--- src/rtl/core/lcs_pkg.sv ---
// ----------------------------------------------------------------------------
// lcs_pkg
// Shared types for the longest common substring unit: request and result
// payloads, controller states and the controller/datapath command and status.
// ----------------------------------------------------------------------------
package lcs_pkg;

  // Function codes of a request
  localparam logic FUNC_FIRST  = 1'b0;
  localparam logic FUNC_SECOND = 1'b1;

  typedef struct packed {
    logic       func;
    logic [7:0] in_byte;
    logic       last;
  } lcs_req_t;

  typedef struct packed {
    logic [6:0] match_length;
    logic [5:0] start_in_first;
    logic [9:0] start_in_second;
  } lcs_res_t;

  typedef enum logic [1:0] {
    ST_IDLE,
    ST_SWEEP,
    ST_DRAIN,
    ST_FINISH
  } lcs_state_t;

  // Controller to datapath
  typedef struct packed {
    logic first_write;  // store one first-string byte
    logic take_second;  // latch a second-string byte, rewind the sweep
    logic issue;        // read one cell and advance the sweep index
    logic finish;       // close the second-string byte, emit on last
  } lcs_cmd_t;

  // Datapath to controller
  typedef struct packed {
    logic sweep_needed; // cells exist and the second string is not full
    logic issue_last;   // sweep index is at the last stored byte
  } lcs_sts_t;

endpackage

--- src/rtl/core/lcs_ctrl.sv ---
// ----------------------------------------------------------------------------
// lcs_ctrl
// Sequencer of the unit: takes requests, walks the cell sweep for each
// second-string byte that needs one and closes every byte with a finish step.
// ----------------------------------------------------------------------------
module lcs_ctrl
  import lcs_pkg::*;
(
  input  logic     clk,
  input  logic     rst,
  input  logic     start,
  input  logic     func,
  input  lcs_sts_t sts,
  output lcs_cmd_t cmd,
  output logic     busy
);

  lcs_state_t state, state_next;

  // State register
  always_ff @(posedge clk) begin
    if (rst) begin
      state <= ST_IDLE;
    end else begin
      state <= state_next;
    end
  end

  // Next state and commands
  always_comb begin
    state_next = state;
    cmd        = '0;
    busy       = 1'b1;
    unique case (state)
      ST_IDLE: begin
        busy = 1'b0;
        if (start) begin
          if (func == FUNC_FIRST) begin
            cmd.first_write = 1'b1;
          end else begin
            cmd.take_second = 1'b1;
            state_next = sts.sweep_needed ? ST_SWEEP : ST_FINISH;
          end
        end
      end
      ST_SWEEP: begin
        cmd.issue = 1'b1;
        if (sts.issue_last) begin
          state_next = ST_DRAIN;
        end
      end
      ST_DRAIN: begin
        state_next = ST_FINISH;
      end
      ST_FINISH: begin
        cmd.finish = 1'b1;
        state_next = ST_IDLE;
      end
      default: begin
        state_next = ST_IDLE;
      end
    endcase
  end

endmodule

--- src/rtl/core/lcs_datapath.sv ---
// ----------------------------------------------------------------------------
// lcs_datapath
// First-string store, run-length memory with fill count, one shared cell
// update unit and the best-match tracker with its result register.
// ----------------------------------------------------------------------------
module lcs_datapath
  import lcs_pkg::*;
#(
  parameter int MAX_FIRST  = 64,
  parameter int MAX_SECOND = 1024
) (
  input  logic     clk,
  input  logic     rst,
  input  lcs_req_t req,
  input  lcs_cmd_t cmd,
  output lcs_sts_t sts,
  output lcs_res_t result,
  output logic     result_valid
);

  localparam int RW = $clog2(MAX_FIRST + 1);                     // run length, count
  localparam int IW = (MAX_FIRST > 1) ? $clog2(MAX_FIRST) : 1;   // store index
  localparam int CW = $clog2(MAX_SECOND + 1);                    // second count
  localparam int SW = (MAX_SECOND > 1) ? $clog2(MAX_SECOND) : 1; // second start
  localparam int AW = ((RW > CW) ? RW : CW) + 1;
  localparam int EW = 32;

  logic [7:0]    store_mem [MAX_FIRST];
  logic [RW-1:0] run_mem   [MAX_FIRST];

  logic [RW-1:0] first_count;
  logic          first_closed;
  logic [CW-1:0] second_count;
  logic [RW-1:0] run_fill;
  logic [RW-1:0] best_length;
  logic [IW-1:0] best_s1;
  logic [SW-1:0] best_s2;

  logic [7:0]    byte_q;
  logic          last_q;
  logic [IW-1:0] idx;
  logic          proc_valid;
  logic [IW-1:0] proc_idx;
  logic [7:0]    store_rd;
  logic [RW-1:0] run_rd;
  logic          run_rd_ok;
  logic [RW-1:0] left_old;

  logic [RW-1:0] fc_base;
  logic          fc_room;
  logic [RW-1:0] run_old;
  logic [RW-1:0] now;
  logic [RW-1:0] s1_full;
  logic [AW-1:0] s2_full;
  logic [IW-1:0] s1;
  logic [SW-1:0] s2;
  logic          better;
  logic          second_room;
  logic [EW-1:0] len_ext;
  logic [EW-1:0] s1_ext;
  logic [EW-1:0] s2_ext;

  // Status to the controller
  assign second_room      = second_count < CW'(MAX_SECOND);
  assign sts.sweep_needed = (first_count != '0) && second_room;
  assign sts.issue_last   = (RW'(idx) + RW'(1)) == first_count;

  // First-string write position: a closed string restarts at offset zero
  assign fc_base = first_closed ? '0 : first_count;
  assign fc_room = fc_base < RW'(MAX_FIRST);

  // Cell update: entries beyond the fill count read as zero
  assign run_old = run_rd_ok ? run_rd : '0;
  assign now     = (store_rd == byte_q) ? (left_old + RW'(1)) : '0;
  assign s1_full = RW'(proc_idx) + RW'(1) - now;
  assign s2_full = AW'(second_count) + AW'(1) - AW'(now);
  assign s1      = s1_full[IW-1:0];
  assign s2      = s2_full[SW-1:0];
  assign better  = (now != '0) &&
                   ((now > best_length) ||
                    ((now == best_length) &&
                     ((s1 < best_s1) || ((s1 == best_s1) && (s2 < best_s2)))));

  assign len_ext = EW'(best_length);
  assign s1_ext  = EW'(best_s1);
  assign s2_ext  = EW'(best_s2);

  // First-string store
  always_ff @(posedge clk) begin
    if (cmd.first_write && fc_room) begin
      store_mem[fc_base[IW-1:0]] <= req.in_byte;
    end
    if (cmd.issue) begin
      store_rd <= store_mem[idx];
    end
  end

  // Run-length memory
  always_ff @(posedge clk) begin
    if (proc_valid) begin
      run_mem[proc_idx] <= now;
    end
    if (cmd.issue) begin
      run_rd    <= run_mem[idx];
      run_rd_ok <= RW'(idx) < run_fill;
    end
  end

  // Sweep pipeline registers
  always_ff @(posedge clk) begin
    if (cmd.take_second) begin
      byte_q   <= req.in_byte;
      last_q   <= req.last;
      idx      <= '0;
      left_old <= '0;
    end
    if (cmd.issue) begin
      idx      <= idx + IW'(1);
      proc_idx <= idx;
    end
    if (proc_valid) begin
      left_old <= run_old;
    end
  end

  // Counters, best match and result
  always_ff @(posedge clk) begin
    if (rst) begin
      first_count  <= '0;
      first_closed <= 1'b0;
      second_count <= '0;
      run_fill     <= '0;
      best_length  <= '0;
      best_s1      <= '0;
      best_s2      <= '0;
      proc_valid   <= 1'b0;
      result_valid <= 1'b0;
    end else begin
      result_valid <= 1'b0;
      proc_valid   <= cmd.issue;

      // Load a first-string byte; a restart or a last mark drops the pass
      if (cmd.first_write) begin
        first_count  <= fc_room ? (fc_base + RW'(1)) : fc_base;
        first_closed <= req.last;
        if (first_closed || req.last) begin
          second_count <= '0;
          run_fill     <= '0;
          best_length  <= '0;
          best_s1      <= '0;
          best_s2      <= '0;
        end
      end

      // Keep the best run of the sweep
      if (proc_valid && better) begin
        best_length <= now;
        best_s1     <= s1;
        best_s2     <= s2;
      end

      // Close the byte; on last emit and drop the pass
      if (cmd.finish) begin
        if (second_room) begin
          second_count <= second_count + CW'(1);
        end
        if (sts.sweep_needed) begin
          run_fill <= first_count;
        end
        if (last_q) begin
          result.match_length    <= len_ext[6:0];
          result.start_in_first  <= s1_ext[5:0];
          result.start_in_second <= s2_ext[9:0];
          result_valid           <= 1'b1;
          second_count           <= '0;
          run_fill               <= '0;
          best_length            <= '0;
          best_s1                <= '0;
          best_s2                <= '0;
        end
      end
    end
  end

  // Checks
  a_result_after_finish : assert property (@(posedge clk) disable iff (rst)
    result_valid |-> $past(cmd.finish && last_q))
    else $error("result strobe without a finishing last byte");

  a_proc_follows_issue : assert property (@(posedge clk) disable iff (rst)
    proc_valid |-> $past(cmd.issue))
    else $error("cell update without a preceding read");

  a_issue_has_cells : assert property (@(posedge clk) disable iff (rst)
    cmd.issue |-> (first_count != '0))
    else $error("sweep read with an empty first string");

  a_best_bounded : assert property (@(posedge clk) disable iff (rst)
    1'b1 |-> ((best_length <= first_count) && (run_fill <= first_count)))
    else $error("best length or fill count beyond the stored bytes");

endmodule

--- src/rtl/core/longest_common_substring_unit.sv ---
// ----------------------------------------------------------------------------
// longest_common_substring_unit
// Longest common contiguous substring of two byte strings.
// ----------------------------------------------------------------------------
// A request is taken on a clock edge with start high and busy low. A byte of
// the first string is stored on the edge that takes it and busy stays low. A
// byte of the second string sweeps the stored bytes through one shared cell
// update unit, one stored byte a cycle out of the store and run-length
// memories, then passes a drain and a finish step; busy stays high from the
// request until the finish step is done, and through the finish step alone
// when there are no stored bytes or the second string is already full. The
// request that carries the last byte of the second string yields one result,
// shown with result_valid for exactly one cycle right after busy falls; the
// receiver must take it then. No clearing pass is needed after reset.
// ----------------------------------------------------------------------------
module longest_common_substring_unit
  import lcs_pkg::*;
#(
  parameter int MAX_FIRST  = 64,
  parameter int MAX_SECOND = 1024
) (
  input  logic     clk,
  input  logic     rst,
  input  logic     start,
  input  lcs_req_t request,
  output logic     busy,
  output lcs_res_t result,
  output logic     result_valid
);

  lcs_cmd_t cmd;
  lcs_sts_t sts;

  lcs_ctrl u_ctrl (
    .clk   (clk),
    .rst   (rst),
    .start (start),
    .func  (request.func),
    .sts   (sts),
    .cmd   (cmd),
    .busy  (busy)
  );

  lcs_datapath #(
    .MAX_FIRST  (MAX_FIRST),
    .MAX_SECOND (MAX_SECOND)
  ) u_datapath (
    .clk          (clk),
    .rst          (rst),
    .req          (request),
    .cmd          (cmd),
    .sts          (sts),
    .result       (result),
    .result_valid (result_valid)
  );

endmodule

--- config.mk ---
export PLATFORM = sky130hd
export DESIGN_NAME = longest_common_substring_unit
export DESIGN_NICKNAME = d
export VERILOG_FILES = /design/src/rtl/core/lcs_pkg.sv /design/src/rtl/core/lcs_ctrl.sv /design/src/rtl/core/lcs_datapath.sv /design/src/rtl/core/longest_common_substring_unit.sv
export SDC_FILE = /design/constraint.sdc
export NUM_CORES = 1
export LEC_CHECK = 0
export ABC_CLOCK_PERIOD_IN_PS = 9550
export BUFFER_PORTS_ARGS = -buffer_cell sky130_fd_sc_hd__buf_2
export CAP_MARGIN = 15
export CELL_PAD_IN_SITES_DETAIL_PLACEMENT = 0
export CELL_PAD_IN_SITES_GLOBAL_PLACEMENT = 1
export CORE_MARGIN = 2
export CORE_UTILIZATION = 56
export CTS_CLUSTER_SIZE = 12
export DETAILED_ROUTE_END_ITERATION = 12
export GPL_TIMING_DRIVEN = 1
export PLACE_DENSITY_LB_ADDON = 0.1
export SYNTH_ARGS = -nofsm -noshare
export SYNTH_HDL_FRONTEND = slang
export SYNTH_SLANG_ARGS = --single-unit
export TNS_END_PERCENT = 30
--- constraint.sdc ---
create_clock -name clk -period 9.55 [get_ports clk]
set_input_delay 0 -clock clk [delete_from_list [all_inputs] [get_ports clk]]
set_output_delay 0 -clock clk [all_outputs]
set_load 0.01 [all_outputs]
==> results of run 1 <==
==> sequential cells by signal (all words and copies together), names as in the netlist <==
name	flops
u_datapath.proc_idx	6
u_datapath.left_old	7
u_ctrl.state	2
u_datapath.first_count	7
u_datapath.run_rd	7
u_datapath.result	23
u_datapath.last_q	1
u_datapath.store_mem	512
u_datapath.byte_q	8
u_datapath.result_valid	1
u_datapath.proc_valid	1
u_datapath.run_rd_ok	1
u_datapath.best_s2	10
u_datapath.first_closed	1
u_datapath.idx	6
u_datapath.best_s1	6
u_datapath.second_count	11
u_datapath.run_fill	7
u_datapath.store_rd	8
u_datapath.best_length	7
u_datapath.run_mem	448
==> path summary, 6_finish.rpt <==
check,slack (ns),end,startpoint
worst max-delay path,3.74,u_datapath.best_s1[4],u_datapath.byte_q[0]
worst max register to register,3.74,u_datapath.best_s1[4],u_datapath.byte_q[0]
worst min register to register,0.46,u_datapath.result[2],u_datapath.best_s2[2]
worst min-delay path,0.004,u_datapath.store_mem[52][4],request[5]
==> cell type report <==
| cell class | count | area [um2] |
|---|---|---|
| multi-input cells | 941 | 10790 |
| inverters | 55 | 206.4 |
| well taps | 1030 | 1289 |
| clock inverters | 35 | 257.7 |
| clock buffers | 149 | 3003 |
| repair buffers | 80 | 583.1 |
| fillers | 5270 | 28170 |
| diodes | 2 | 5.005 |
| flip-flops and latches | 1080 | 31900 |
==> cells in the mapped netlist (3+ instances only) <==
| master | n | share of area [%] |
|---|---|---|
| edfxtp_1 | 1027 | 71 |
| mux4_2 | 300 | 16 |
| nor2_1 | 177 | 1.5 |
| nand2_1 | 90 | 0.78 |
| clkbuf_1 | 63 | 0.55 |
| ha_1 | 62 | 1.8 |
| inv_1 | 55 | 0.48 |
| dfxtp_1 | 53 | 2.4 |
| nand3_1 | 39 | 0.45 |
| a22oi_1 | 31 | 0.54 |
| a21oi_1 | 30 | 0.35 |
| xnor2_1 | 27 | 0.55 |
| mux2i_1 | 25 | 0.58 |
| buf_2 | 17 | 0.20 |
| o21ai_0 | 16 | 0.18 |
| nor2b_1 | 15 | 0.22 |
| nand4_1 | 14 | 0.20 |
| nor3_1 | 12 | 0.14 |
| and3_1 | 11 | 0.16 |
| xor2_1 | 11 | 0.22 |
| nand2b_1 | 10 | 0.14 |
| buf_1 | 9 | 0.078 |
| a21o_1 | 7 | 0.12 |
| buf_6 | 7 | 0.18 |
| a211oi_1 | 6 | 0.10 |
| buf_4 | 6 | 0.10 |
| o21ai_1 | 6 | 0.069 |
| nand3b_1 | 4 | 0.069 |
| o211ai_1 | 4 | 0.069 |
| or3_1 | 4 | 0.058 |
| a31oi_1 | 3 | 0.043 |
| and2_1 | 3 | 0.043 |
| nor4_1 | 3 | 0.043 |
| o21bai_1 | 3 | 0.052 |
| o31ai_1 | 3 | 0.052 |
| or3b_2 | 3 | 0.061 |
==> cell usage in the layout, fill, tap and decap left out, types with 4 or more instances in the layout <==
master,n
a211oi_1,5
a21o_1,7
a21oi_1,29
a22oi_1,31
and3_1,11
buf_12,4
buf_2,38
buf_4,29
clkbuf_1,32
clkbuf_16,113
clkbuf_8,4
clkinv_1,18
clkinv_2,8
dfxtp_1,53
dlygate4sd3_1,8
edfxtp_1,1027
ha_1,62
inv_1,55
mux2i_1,25
mux4_2,300
nand2_1,90
nand2b_1,10
nand3_1,39
nand3b_1,4
nand4_1,14
nor2_1,175
nor2b_1,14
nor3_1,8
nor3_2,4
o211ai_1,4
o21ai_0,16
o21ai_1,5
or3_1,4
xnor2_1,27
xor2_1,11
==> critical path: cells and delay by family (launching register included) <==
family	cells	cell delay (ns)
DFF	1	0.39
adders and majority gates	4	1.25
buffers and inverters	3	1.18
muxes	1	0.24
and+or+nand+nor	2	0.82
xor gates and xnor gates	2	0.37
AOI/OAI and AO/OA	8	1.44
==> where the power goes <==
group / total, mW / switching, mW / internal (mW)
clock network: 3.95 / 1.70 / 2.26
logic: 1.96 / 1.09 / 0.871
registers: 5.35 / 0.0781 / 5.27
total: 11.3 / 2.86 / 8.40
==> through the flow <==
stage	instance area [um2]	setup slack [ns]	util, %
final	48030	3.744	63.03
after detailed placement	44630	3.697	58.56
after global placement	44630	3.910	58.56
after floorplan	43320	2.491	-
after global routing	48030	3.206	63.03
after CTS	47950	3.704	62.92
==> layer usage <==
metal | GRT usage (%) | vias to the layer above
met2 | 35.44 | 733
met1 | 36.82 | 11000
met4 | 5.469 | 2
met3 | 3.973 | 112
li1 | - | 9022
met5 | 0 | -
==> timing repair <==
action,4_1_cts,5_1_grt
hold endpoints to repair,14,64
setup buffers,0,0
gates resized for setup,0,0
hold buffers,6,2
==> kinds of logic (layout without fill, tap and decap cells) <==
group | after synthesis | count (layout) | share of synthesized area [%]
AO/OA/AOI/OAI | 122 | 122 | 1.883
XOR/XNOR | 39 | 39 | 0.8203
adder cells (fa/ha/maj) | 64 | 64 | 1.883
buffers and inverters | 157 | 319 | 1.583
flip-flops | 1080 | 1080 | 73.64
multiplexers | 325 | 325 | 16.18
other | 0 | 2 | 0
AND/OR/NAND/NOR | 391 | 391 | 4.012
==> results_dict.tcl, run 1 <==
set metrics [dict create \
    whs_path_depth 2 \
    synthesis.nets 2255 \
    synthCells 2178 \
    ys_seq_elements 1080 \
    drt_iter0_markers 1940 \
    synthArstFlopShare_pct 0 \
    wire_per_inst_um 26.97 \
    path_class "flip-flop to flip-flop" \
    viasPerCell 6.188 \
    grt_overflow_total 0 \
    wl_met2_mm 42.41 \
    wl_met1_mm 40.64 \
    grt_antenna_before_repair 1 \
    numCtsBuffers 109 \
    fin_tns_setup_ns 0 \
    path_cells "xnor2_1, nand4_1, nor3_2, buf_4, inv_1, ha_1, ha_1, fa_1, a211oi_1, o21bai_1, a21oi_1, xnor2_1, ha_1, o21ai_0, o21bai_1, a21oi_1, o31ai_1, a211oi_4, buf_4, mux2i_1" \
    postRouteAntennaNets 0 \
    power_mw 11.27 \
    placedCellCount 3174 \
    maxCapViolations 0 \
    dr_total_vias 20870 \
    max-vdd-ir-drop_mv 0.1679 \
    fin_skew_ns 0.01877 \
    core-area_mm2 0.07620 \
    required_ns 10.14 \
    routed.top_layer "met5" \
    fin_cells 3372 \
    p_per_area_mw_per_mm2 234.6 \
    initial_core_util_pct 56.85 \
    ys_types 54 \
    fmax_mhz 172.2 \
    worstSkewPairLatency_ns 0.67 \
    cp_common_cell "ha_1" \
    synth_flop_cell "edfxtp_1" \
    yosys_warnings 0 \
    cp-start-kind "flip-flop" \
    finalCritPeriodShare_pct 60.79 \
    netlist_area_mm2 0.04332 \
    rsz0062_at_grt "no" \
    die_y_um 282.1 \
    drc_errors 0 \
    arrival_ns 6.39 \
    drtPass1Iterations 6 \
    hp-class "input pin to flip-flop" \
    grt_first_pass_wirelength_mm 137.1 \
    wl_mm 90.95 \
    crit_slowest_cell "buf_4" \
    end_kind "flip-flop" \
    cts.path.max_buffers 3 \
    drive_gt1_share_pct 22.39 \
    rows 101 \
    grt_pass1_vias 21160 \
    critPathMaxFanout 66 \
    grt_max_degree 144 \
    status "finished clean" \
    syn2layout_area_growth_pct 10.88 \
    post_synth.cell_area_avg_um2 19.89 \
    met3WireLength_mm 6.603 \
    setup_viol 0 \
    port_buffers 37 \
    cts-root-buf "clkbuf_16" \
    dp_hpwl_mm 55.06 \
    slowest_delay_ns 0.59 \
    p_leak_nw 14.05 \
    whs_ns 0.004047 \
    relSlewSlack_pct 25.99 \
    gp_congestion 0.8237 \
    dieArea_mm2 0.07959 \
    nets 2344 \
    hold_violations 0 \
    period_needed_ns 5.806 \
    path_clk_slew_ns 0.06 \
    ys_seq_area_share_pct 73.64 \
    clock_tree.htree_level_count 3 \
    synth-edff-count 1027 \
    die_w_um 282.1 \
    rr_worst_depth 20 \
    slew_viol_final 0 \
    worst_pin_slew_ns 1.102 \
    grt.total_usage_pct 23.59 \
    io_pins 38 \
    cts_tree "built" \
    cts.sinks 1080 \
]
Power figures use the tool's default switching activity.
==> run 2: changes to the inputs <==
--- a/config.mk
+++ b/config.mk
@@ -5,7 +5,7 @@
 export SDC_FILE = /design/constraint.sdc
 export NUM_CORES = 1
 export LEC_CHECK = 0
-export ABC_CLOCK_PERIOD_IN_PS = 9550
+export ABC_CLOCK_PERIOD_IN_PS = 5400
 export BUFFER_PORTS_ARGS = -buffer_cell sky130_fd_sc_hd__buf_2
 export CAP_MARGIN = 15
 export CELL_PAD_IN_SITES_DETAIL_PLACEMENT = 0
==> constraint.sdc (replaced) <==
create_clock -name clk -period 5.4 [get_ports clk]
set_input_delay 0 -clock clk [delete_from_list [all_inputs] [get_ports clk]]
set_output_delay 0 -clock clk [all_outputs]
set_load 0.01 [all_outputs]
==> run 2 against run 1 <==
  * The run now ends with hold timing left
  * Worst hold slack lost 0.011 ns
  * Sequential cell count did not move
  * Routed wire length grew 1.4%
  * Largest power group unchanged
  * Clock-buffer cell count rose by 16
  * Core utilization grew 0.14 points
  * Sequential share of layout area fell by 0.15 points
  * Maximum frequency is 21% higher
  * Clock skew increased by 0.0063 ns
==> results_dict.tcl, run 2 (synthesis results as in run 1) <==
set metrics [dict create \
    initial_core_util_pct 56.85 \
    required_ns 5.98 \
    drc_errors 0 \
    p_leak_nw 14.11 \
    cts_tree "built" \
    maxCapViolations 0 \
    rr_worst_depth 20 \
    worst_pin_slew_ns 1.163 \
    drtPass1Iterations 5 \
    finalCritPeriodShare_pct 89.18 \
    whs_ns -0.007090 \
    drt_iter0_markers 1967 \
    cts.sinks 1080 \
    die_w_um 282.1 \
    dieArea_mm2 0.07959 \
    multi_input_area_mm2 0.01082 \
    whs_path_depth 2 \
    syn2layout_area_growth_pct 11.13 \
    seqCellArea_mm2 0.03190 \
    critPathMaxFanout 23 \
    worstSkewPairLatency_ns 0.68 \
    rsz0062_at_grt "no" \
    path_class "flip-flop to flip-flop" \
    r2r_slack_ns 0.58 \
    grt_max_degree 125 \
    dr_total_vias 20830 \
    p_per_area_mw_per_mm2 415.2 \
    reg2reg_to "u_datapath.best_length[3]" \
    whs_endpoint "u_datapath.store_mem[54][6]" \
    end_kind "flip-flop" \
    min_from "request[7]" \
    viasPerCell 6.162 \
    fmax_mhz 207.7 \
    wire_per_inst_um 27.27 \
    relSlewSlack_pct 22.48 \
    nets 2348 \
    grt_first_pass_wirelength_mm 138.1 \
    fin_tns_setup_ns 0 \
    core-area_mm2 0.07620 \
    grt_overflow_total 0 \
    gp_congestion 0.7739 \
    path_clk_slew_ns 0.06 \
    diodes 0 \
    fin_skew_ns 0.02505 \
    largest_reg_flops 512 \
    grt_antenna_before_repair 1 \
    r2r-start "u_datapath.byte_q[0]" \
    status "finished, violations left" \
    hold_violations 4 \
    final_common_cell "edfxtp_1" \
    io_pins 38 \
    cp-start-kind "flip-flop" \
    rows 101 \
    grt.total_usage_pct 23.92 \
    wl_mm 92.20 \
    arrival_ns 5.40 \
    grt_pass1_vias 21300 \
    numCtsBuffers 109 \
    drive_gt1_share_pct 22.59 \
    fillers 5237 \
    postRouteAntennaNets 0 \
    hp-class "input pin to flip-flop" \
    cts.path.max_buffers 3 \
    slew_viol_final 0 \
    cts-root-buf "clkbuf_16" \
    port_buffers 37 \
    mostFrequentLayoutCells "1027 x edfxtp_1, 300 x mux4_2, 176 x nor2_1, 113 x clkbuf_16, 90 x nand2_1" \
    cts_resized 0 \
    period_needed_ns 4.816 \
    dp_hpwl_mm 55.47 \
    violations "hold timing" \
    die_y_um 282.1 \
    setup_viol 0 \
    max-vdd-ir-drop_mv 0.2760 \
    clock_tree.htree_level_count 3 \
]
run 2: cell types whose count changed in the layout (fill, tap and decap cells not counted), moves of 2 or more:
cell	before	now
buf_4	29	34
bufinv_16	3	1
clkbuf_1	32	46
clkbuf_8	4	6
clkinv_1	18	11
diode_2	2	0
inv_6	3	1
nor3_2	4	0
nor3_4	0	4
run 2: critical path, cell delays in order (launching register included):
cell	delay [ns]
edfxtp_1	0.39
xnor2_1	0.18
nand4_1	0.35
buf_4	0.32
nor3_4	0.14
inv_2	0.08
ha_1	0.20
ha_1	0.24
fa_2	0.44
a211oi_2	0.23
o21ai_0	0.13
a31oi_1	0.20
xor2_1	0.12
ha_1	0.21
and4b_1	0.25
nand4_1	0.12
a21oi_1	0.14
o31ai_1	0.13
a211oi_4	0.20
buf_4	0.39
mux2i_1	0.25
run 2: repair_timing:
item | 4_1_cts | 5_1_grt
endpoints found under the hold margin | 16 | 0
hold buffers | 7 | 0
setup buffers | 0 | 0
run 2: stage by stage:
stage	total power, mW	instance area (um2)	setup slack [ns]	std cells	util, %
floorplan	12.12	43400	0.06128	2178	-
global placement	13.17	44750	0.6996	3182	58.73
detailed placement	13.20	44750	0.5312	3182	58.73
CTS	20.16	48120	0.5072	3380	63.15
global route	20.71	48140	0.1157	3381	63.17
finish	19.99	48140	0.5845	3381	63.17
run 2: how the worst max path moves through the flow:
| stage | cells after the start | start | to |
|---|---|---|---|
| 4_1_cts | 20 | u_datapath.byte_q[0] | u_datapath.best_length[3] |
| 3_5_place_dp | 20 | u_datapath.byte_q[0] | u_datapath.best_length[3] |
| 3_3_place_gp | 20 | u_datapath.byte_q[5] | u_datapath.best_s2[6] |
| 6_report | 20 | u_datapath.byte_q[0] | u_datapath.best_length[3] |
| 2_1_floorplan | 19 | u_datapath.byte_q[7] | u_datapath.best_length[5] |
| 5_1_grt | 20 | u_datapath.byte_q[5] | u_datapath.best_length[3] |
run 2: routing by layer:
metal | track usage (%) | up-vias | routed length [um]
li1 | - | 9043 | -
met1 | 36.00 | 10900 | 39330
met2 | 35.97 | 759 | 43420
met3 | 5.592 | 128 | 7645
met4 | 5.960 | 0 | 1797
met5 | 0 | - | 0
run 2: cell type report:
class                   count  share of cell area [%]
clock buffers             165                   6.405
clock inverters            26                  0.4471
inverters                  55                  0.4289
multi-input cells         941                   22.47
flip-flops and latches   1080                   66.27
well taps                1030                   2.677
repair buffers             84                   1.300
run 2: report_power, final:
| group | switching [mW] | internal [mW] | total, mW |
|---|---|---|---|
| clock | 3.02 | 3.97 | 6.99 |
| sequential | 0.138 | 9.33 | 9.46 |
| combinational | 1.96 | 1.56 | 3.53 |
| total | 5.12 | 14.9 | 20.0 |
==> run 3: changes to the inputs <==
--- a/config.mk
+++ b/config.mk
@@ -10,7 +10,6 @@
 export CAP_MARGIN = 15
 export CELL_PAD_IN_SITES_DETAIL_PLACEMENT = 0
 export CELL_PAD_IN_SITES_GLOBAL_PLACEMENT = 1
-export CORE_MARGIN = 2
 export CORE_UTILIZATION = 56
 export CTS_CLUSTER_SIZE = 12
 export DETAILED_ROUTE_END_ITERATION = 12
==> run 3 against run 2 <==
  * The flow now finishes without violations
  * Total power down 0.45%
  * Routed wire length grew 0.25%
  * Combinational power is essentially flat
  * Sequential cell count unchanged
  * Worst setup slack better by 0.11 ns
  * Highest routed layer unchanged
==> results_dict.tcl, run 3 (synthesis results as in run 1) <==
set metrics [dict create \
    status "finished clean" \
    port_buffers 37 \
    timing.final.ws_setup_ns 0.6965 \
    fmax_mhz 212.6 \
    io_pins 38 \
    worstSkewPairLatency_ns 0.67 \
    min_from "request[7]" \
    nets 2350 \
    syn2layout_area_growth_pct 10.97 \
    critPathBufInv 3 \
    critPathMaxFanout 15 \
    required_ns 6.00 \
    grt_antenna_before_repair 0 \
    mostFrequentLayoutCells "1027 x edfxtp_1, 300 x mux4_2, 176 x nor2_1, 112 x clkbuf_16, 90 x nand2_1" \
    slew_viol_final 0 \
    arrival_ns 5.31 \
    viasPerCell 6.184 \
    dieArea_mm2 0.07847 \
    crit_slowest_cell "fa_2" \
    diodes 0 \
    fin_tns_setup_ns 0 \
    final_common_cell "edfxtp_1" \
    drive_gt1_share_pct 22.56 \
    rows 101 \
    relSlewSlack_pct 24.91 \
    whs_path_depth 2 \
    r2r-start "u_datapath.byte_q[4]" \
    whs_endpoint "u_datapath.store_mem[52][6]" \
    end_kind "flip-flop" \
    clock_tree.htree_level_count 3 \
    cp.depth 20 \
    critPathTopFamily "adder cells" \
    dr_total_vias 20900 \
    drtPass1Iterations 5 \
    slowest_delay_ns 0.44 \
    setup_viol 0 \
    r2r_slack_ns 0.70 \
    cp_common_cell "ha_1" \
    path_cells "xnor2_1, nand4_1, buf_4, nor3_4, inv_2, ha_1, ha_1, fa_2, a211oi_2, o21ai_0, a31oi_1, xor2_1, ha_1, and4b_1, nand4_1, a21oi_1, o31ai_1, a211oi_4, buf_4, mux2i_1" \
    grt_first_pass_wirelength_mm 138.5 \
    cts.sinks 1080 \
    die_w_um 280.1 \
    hold_violations 0 \
    finalCritPeriodShare_pct 87.10 \
    cts_resized 0 \
    grt_pass1_vias 21310 \
    fin_skew_ns 0.02952 \
    max-vdd-ir-drop_mv 0.2653 \
    rr_worst_depth 20 \
    grt.total_usage_pct 24.27 \
    gp_congestion 0.7862 \
    dp_hpwl_mm 55.89 \
    period_needed_ns 4.703 \
    worst_pin_slew_ns 1.126 \
    cts.path.max_buffers 3 \
    initial_core_util_pct 56.85 \
    maxCapViolations 0 \
    largest_reg_flops 512 \
    rsz0062_at_grt "no" \
    path_class "flip-flop to flip-flop" \
    cts_tree "built" \
    numCtsBuffers 110 \
    postRouteAntennaNets 0 \
    drt_iter0_markers 2069 \
    path_clk_slew_ns 0.06 \
    wire_per_inst_um 27.35 \
    die_y_um 280.1 \
    multi_input_area_mm2 0.01082 \
    grt_overflow_total 0 \
    place_ws_ns 0.6138 \
    wl_mm 92.43 \
    p_per_area_mw_per_mm2 413.9 \
    cp-start-kind "flip-flop" \
    seqCellArea_mm2 0.03190 \
    hp-class "input pin to flip-flop" \
    cts-root-buf "clkbuf_16" \
    fillers 5268 \
    core-area_mm2 0.07620 \
    drc_errors 0 \
    reg2reg_to "u_datapath.best_s1[0]" \
    grt_max_degree 135 \
    p_leak_nw 14.09 \
]
## run 3: power breakdown
group	leakage, nW	internal, mW	switching, mW
Combinational	3.56	1.56	1.96
Sequential	8.97	9.33	0.142
Clock	1.57	3.87	3.03
## run 3: layout make-up
cell class / instances / share of cell area (%)
Sequential cell: 1080 / 66.36
Tap cell: 1030 / 2.681
Clock buffer: 149 / 6.182
Timing Repair Buffer: 85 / 1.307
Multi-Input combinational cell: 941 / 22.51
Clock inverter: 39 / 0.5310
Inverter: 55 / 0.4295
## run 3: routing by layer
layer	routed length (um)	GRT usage, %
met1	40600	36.95
met2	43470	36.58
met3	6749	4.746
met4	1609	5.969
met5	0	0
## run 3: worst max path at each step
| stage | slack, ns | end | startpoint |
|---|---|---|---|
| global route | 0.21 | u_datapath.best_s2[0] | u_datapath.byte_q[4] |
| detailed placement | 0.61 | u_datapath.best_length[1] | u_datapath.byte_q[4] |
| floorplan | 0.06 | u_datapath.best_length[5] | u_datapath.byte_q[7] |
| global placement | 0.68 | u_datapath.best_length[4] | u_datapath.byte_q[7] |
| finish | 0.70 | u_datapath.best_s1[0] | u_datapath.byte_q[4] |
| CTS | 0.61 | u_datapath.best_length[1] | u_datapath.byte_q[4] |
## run 3: metrics by stage
| step | instance area, um2 | cells | power (mW) | hold WS, ns | util [%] |
|---|---|---|---|---|---|
| finish | 48070 | 3379 | 19.90 | 0.01663 | 63.08 |
| global route | 48070 | 3379 | 20.59 | 0.04194 | 63.08 |
| CTS | 48050 | 3378 | 20.07 | 0.01946 | 63.06 |
| detailed placement | 44780 | 3185 | 13.21 | 0.2552 | 58.76 |
| global placement | 44770 | 3184 | 13.18 | 0.2553 | 58.75 |
| floorplan | 43400 | 2178 | 12.12 | 0.09887 | - |
## run 3: repair_timing
item | CTS | global route
setup buffers | 0 | 0
hold buffers | 5 | 0
endpoints found under the setup margin | 0 | 0
hold endpoints to repair | 15 | 0
